`config.mk`:
```
export PLATFORM = sky130hd
export DESIGN_NAME = rgbpq_front
export DESIGN_NICKNAME = d
export VERILOG_FILES = /design/src/rtl/rgbpq_pkg.sv /design/src/rtl/rgbpq_front.sv
export SDC_FILE = /design/constraint.sdc
export NUM_CORES = 1
export LEC_CHECK = 0
export ABC_AREA = 1
export BUFFER_PORTS_ARGS = -buffer_cell sky130_fd_sc_hd__buf_4
export CAP_MARGIN = 20
export CELL_PAD_IN_SITES_DETAIL_PLACEMENT = 0
export CELL_PAD_IN_SITES_GLOBAL_PLACEMENT = 2
export CORE_MARGIN = 2
export CORE_UTILIZATION = 32
export CTS_BUF_LIST = sky130_fd_sc_hd__clkbuf_4 sky130_fd_sc_hd__clkbuf_8
export CTS_CLUSTER_DIAMETER = 50
export CTS_CLUSTER_SIZE = 25
export DETAILED_ROUTE_END_ITERATION = 8
export GPL_TIMING_DRIVEN = 0
export PLACE_DENSITY_LB_ADDON = 0.08
export SYNTH_ARGS = -nofsm -noshare
export SYNTH_HDL_FRONTEND = slang
export SYNTH_SLANG_ARGS = --single-unit
```
`constraint.sdc`:
```
create_clock -name i_clk -period 2.15 [get_ports i_clk]
set_clock_uncertainty 0.2 [all_clocks]
set_input_delay 0.215 -clock i_clk [delete_from_list [all_inputs] [get_ports i_clk]]
set_output_delay 0.215 -clock i_clk [all_outputs]
set_load 0.03 [all_outputs]
```
`src/rtl/rgbpq_pkg.sv`:
```
//------------------------------------------------------------------------------
// rgbpq_pkg
// Shared types and constants for the palette quantizer.
//------------------------------------------------------------------------------
`timescale 1ns / 1ps
`default_nettype none
package rgbpq_pkg;
    localparam int unsigned STORE_DEPTH = 256;
    localparam logic [7:0]  ALPHA_RESET = 8'd127;
    localparam logic [15:0] NEW_FLAG    = 16'h8000;

    // classified item passed from front to back
    typedef struct packed {
        logic        opaque;
        logic        start;
        logic [23:0] key;
    } t_cmd;

    typedef struct packed {
        logic [7:0]  color_index;
        logic        new_entry_valid;
        logic [15:0] new_entry_color;
        logic [8:0]  palette_count;
    } t_res;

    function automatic logic [14:0] to_rgb555(input logic [23:0] key);
        to_rgb555 = {key[7:3], key[15:11], key[23:19]};
    endfunction
endpackage
`default_nettype wire

```
`src/rtl/rgbpq_front.sv`:
```
//------------------------------------------------------------------------------
// rgbpq_front
// Accepts pixels, applies padding and alpha test, queues commands.
//------------------------------------------------------------------------------
`timescale 1ns / 1ps
`default_nettype none
module rgbpq_front (
    input  wire                 i_clk,
    input  wire                 i_rst_n,
    input  wire                 i_cfg_valid,
    output wire                 o_cfg_ready,
    input  wire [7:0]           i_cfg_data,
    input  wire                 i_valid,
    output wire                 o_ready,
    input  wire [31:0]          i_data,
    input  wire [1:0]           i_user,
    output wire                 o_cmd_valid,
    input  wire                 i_cmd_ready,
    output rgbpq_pkg::t_cmd     o_cmd
);
    import rgbpq_pkg::*;

    logic [7:0] r_thr;
    t_cmd       r_q [2];
    logic       r_wp, r_rp;
    logic [1:0] r_cnt;
    t_cmd       w_in;
    logic       w_push, w_pop;

    assign o_cfg_ready = i_rst_n;
    assign o_ready     = i_rst_n && (r_cnt != 2'd2);
    assign w_push      = i_valid && o_ready;
    assign w_pop       = o_cmd_valid && i_cmd_ready;
    assign o_cmd_valid = (r_cnt != 2'd0);
    assign o_cmd       = r_q[r_rp];

    always_comb begin
        w_in.opaque = !i_user[0] && (i_data[31:24] > r_thr);
        w_in.start  = i_user[1];
        w_in.key    = {i_data[7:0], i_data[15:8], i_data[23:16]};
    end

    always_ff @(posedge i_clk) begin
        if (!i_rst_n) begin
            r_thr <= ALPHA_RESET;
            r_wp  <= 1'b0;
            r_rp  <= 1'b0;
            r_cnt <= 2'd0;
        end else begin
            if (i_cfg_valid) r_thr <= i_cfg_data;
            if (w_push) r_wp <= ~r_wp;
            if (w_pop)  r_rp <= ~r_rp;
            r_cnt <= r_cnt + {1'b0, w_push} - {1'b0, w_pop};
        end
    end

    always_ff @(posedge i_clk) begin
        if (w_push) r_q[r_wp] <= w_in;
    end
endmodule
`default_nettype wire

```
Word level (Yosys, flattened, before mapping)
Memory sizes are Yosys's and may differ from the RTL's. A register that Yosys moved wholly into a read port is not among the register bits.
Index checks and enable logic that the tools add are counted.
- reduce and logical (&&, ||, !) cells: 6
- equal/unequal tests: 1
- bitwise gates (word level): 2
- add/sub/neg operators: 2
- $lt $le $gt $ge: 1
- multiplexer cells: 4
- operator list (kind ; count):
    8-bit greater-than comparator ; 1
    1-bit logical AND ; 4
    1-bit 2-to-1 mux ; 4
    2-bit by 1-bit adder with 2-bit output ; 1
    2-bit inequality test (second input constant) ; 1
    1-bit inverter ; 2
    2-bit nonzero test ; 1
    2-bit by 1-bit subtractor with 2-bit output ; 1
    1-bit logical NOT ; 1
- logic and storage cells: 21
- memories kept: 1
- bits of input ports: 47
- bits in writable memories: 52
- output and inout port bits: 29
- register bits after elaboration: 12
- memories (name ; depth ; bits a word ; read ports ; clocked after memory_dff ; wr ports ; RTL line ; text):
    r_q ; 2 ; 26 ; 1 ; 1 ; 1 ; rgbpq_front.sv:24 ; t_cmd r_q [2];

Logic depth before layout (Yosys ltp)
- depth in word-level cells: 5
- mapped depth: 9
- mapped depth without buffers: 9

Worst setup path before layout
Ideal clock, no wire load.
- path kind: register -> register
- from: register r_cnt[0]
- to: memory r_q[0][0] in the netlist's numbering (enable)
- required time: 1.541 ns
- setup slack: -0.378 ns
- stages on the path, launching flop included: 5
- clock period less this slack: 2.528 ns
- arrival time: 1.919 ns
- cell sequence: dfxtp_1 inv_1 a21oi_4 nand2_2 nor2_1
- word-level cells in the longest chain between the ends: 5
- RTL lines (item ; RTL line ; text):
    start, declared ; rgbpq_front.sv:26 ; logic [1:0] r_cnt;
    start signal, assigned ; rgbpq_front.sv:53 ; r_cnt <= r_cnt + {1'b0, w_push} - {1'b0, w_pop};
    2-bit inequality test ; rgbpq_front.sv:31 ; assign o_ready = i_rst_n && (r_cnt != 2'd2);
    1-bit logical AND ; rgbpq_front.sv:31 ;
    via o_ready ; rgbpq_front.sv:14 ; output wire o_ready,
    1-bit logical AND ; rgbpq_front.sv:32 ; assign w_push = i_valid && o_ready;
    1-bit 2-to-1 mux ; rgbpq_front.sv:58 ; if (w_push) r_q[r_wp] <= w_in;
    1-bit 2-to-1 mux (implied by the code) ; rgbpq_front.sv:58 ;
    end, declared ; rgbpq_front.sv:24 ;
The timed path passes the listed nets, and every way through them passes these cells.

==> metrics <==
fraction of layout cells with a size suffix above 1 0.414; synthesized cell area 2610 um2; die height roughly 94 um; clock sink total 65; CTS resizes 0; period utilization 0.887; Final Hold Viols 0; Routed WL 4.97 mm; clock root cell clkbuf_8; Initial DRC Count 60; CTS tree yes; Netlist cell types 21; drt wl/cell approximately 12 um; worst vdd ir around 0.00059 V; Max clock buf depth 2; worst setup path class reg2out; Leak 1.66 nW; pwr dens between 900 and 1000 nW/um2; post-route ant nets 0; placed cells approximately 350; Multi-input gate area roughly 670 um2; vias per cell 4.17; Final Setup Violations 0; worst r2r src r_cnt[0]$_SDFF_PN0_; die outline area 8890 um2; Post-Layout Cell Count just over 400; DR pass1 iterations 4; Worst Hold Path EP r_q[0][25]$_DFFE_PP_; Synth async-reset ratio 0; IO Port Bufs between 70 and 80; Yosys warnings 0; largest fanout on the critical path 10; Die Wd 94.3 um; Fin Setup TNS 0 ps; worst slew pin tran approximately 500 ps; outcome complete, no violations; Synth Net Count around 230; Startpoint Class flop; initial antenna violation count 0; GR Overflow Total 0; Crit. End Element output port; initial core utilization 0.334; Synth top cells by count edfxtp_1 (52), mux2_2 (26), inv_1 (18); Data arrival, critical path between 1000 and 1500 ps; Critical Path RT roughly 1700 ps; Slew Limit Fails 0; ant diodes 0; DRC 0; clock slew at reported path FFs 60 ps; # Max-Cap Violations 0; nets@finish around 360; Fillers between 600 and 700; postcts setup bufs 0; R2R Path End r_q[0][20]$_DFFE_PP_; synth top area cells edfxtp_1 (60%), mux2_2 (11%), dfxtp_1 (10%), ha_1 (4.8%), inv_1 (2.6%); Post-Synthesis Cells around 180; post-DP HPWL approximately 3.3 mm; Tmin final about 1900 ps; Sequential Area ~1800 um2; core box area just under 8000 um2; post-synth top area cell edfxtp_1; Site Rows 32; power consumption around 3.8 mW; Tot GR Track Use 0.121; R2R depth 5; cts hold-fix bufs 41; Most used DFF post-synth edfxtp_1; io pins 76; flops & latches, synth 65; Seq/Total Area, Yosys 0.699; RSZ-0062 raised after global routing no; largest net degree at the start of global routing 27; H-Tree Depth 3; vias in the first global route roughly 1800; routability cong. 0.651; Hold WC Path Type in2reg; Num CTS Buffers 9; EDFF count, synth between 50 and 60; Cells on Worst Hold Path 3; routed via count ~1700; Syn Area/Cell around 15 um2; Relative slew margins 0.666; most common cell in the netlist edfxtp_1; Worst R2R Setup Slack a little under 300 ps; area grow syn2layout 52.3%; clk_lat worst skew around 340 ps; Hold Path Origin i_user[0]; Synth top area share 0.599; first-pass GRT wire length about 8.0 mm; Fmax around 520 MHz
## sequential cells by signal, summed over array words and instances (netlist names), named ones only
name	cells
r_q	52
r_thr	8
r_cnt	2
r_rp	1
r_wp	1
## worst max-delay path: stages (launching register included)
cell and delay (ps):
dfxtp_1 310, buf_4 160, buf_6 170, mux2_2 350, buf_4 170
## power by group
part / leakage (nW) / switching (mW) / internal (mW) / total [mW]
Clock: 0.107 / 0.460 / 0.652 / 1.11
Sequential: 0.585 / 0.0426 / 1.48 / 1.53
Combinational: 0.965 / 0.608 / 0.515 / 1.12
Total: 1.66 / 1.11 / 2.65 / 3.76
## layout by cell type, fill, tap and decap left out, drive strengths merged, types with 9 or more instances in the layout
| cell type | instances |
|---|---|
| ha | 10 |
| dlygate4sd3 | 41 |
| mux2 | 26 |
| dfxtp | 13 |
| inv | 20 |
| edfxtp | 52 |
| buf | 82 |
| clkbuf | 9 |
| a21oi | 15 |
| o21ai | 9 |
| nand2 | 16 |
## cells by family (layout without fill, tap and decap cells)
kind of cell,Yosys count,in the layout,share of synthesized area
adders and majority gates,10,10,0.0480
muxes,26,26,0.112
buffers and inverters,24,158,0.0437
DFF,65,65,0.699
xor gates and xnor gates,1,1,0.00336
and+or+nand+nor,22,22,0.0336
AOI/OAI and AO/OA,27,27,0.0605
## area by class of cell
type,count,area share
inverters,19,0.0180
well taps,102,0.0321
flip-flops and latches,65,0.459
clock inverters,7,0.0236
repair buffers,118,0.256
clock buffers,9,0.0312
plain buffers,5,0.0107
multi-input cells,86,0.170
## per-layer routing
layer | vias to the layer above | track usage | share of wire
met5 | - | 0 | 0
met4 | 0 | 0.0688 | 0.013
met3 | 6 | 0.0353 | 0.058
met2 | 47 | 0.205 | 0.50
met1 | 773 | 0.134 | 0.43
li1 | 887 | - | -
## per-stage QoR
stage                     area, um2  hold slack, ps   util  setup slack (ps)
final                          3970            72.7  0.509               244
after global placement         3300             200  0.423              -270
after floorplan                2610            99.1      -              45.1
after global routing           3970            78.4  0.509              62.6
after CTS                      3940            51.1  0.505              17.4
after detailed placement       3320             204  0.425             -16.3
## worst max-delay path by stage
stage | startpoint | end | cells after the start
global route | r_cnt[0]$_SDFF_PN0_ | r_cnt[1]$_SDFF_PN0_ | 9
finish | flop | o_cmd[8] | 4
global placement | i_rst_n | r_q[0][24]$_DFFE_PP_ | 5
detailed placement | i_rst_n | r_q[1][22]$_DFFE_PP_ | 5
CTS | r_cnt[0]$_SDFF_PN0_ | r_q[1][17]$_DFFE_PP_ | 4
floorplan | r_cnt[0]$_SDFF_PN0_ | r_q[0][0]$_DFFE_PP_ | 4
Note: power is estimated with default switching activity, not from simulation.
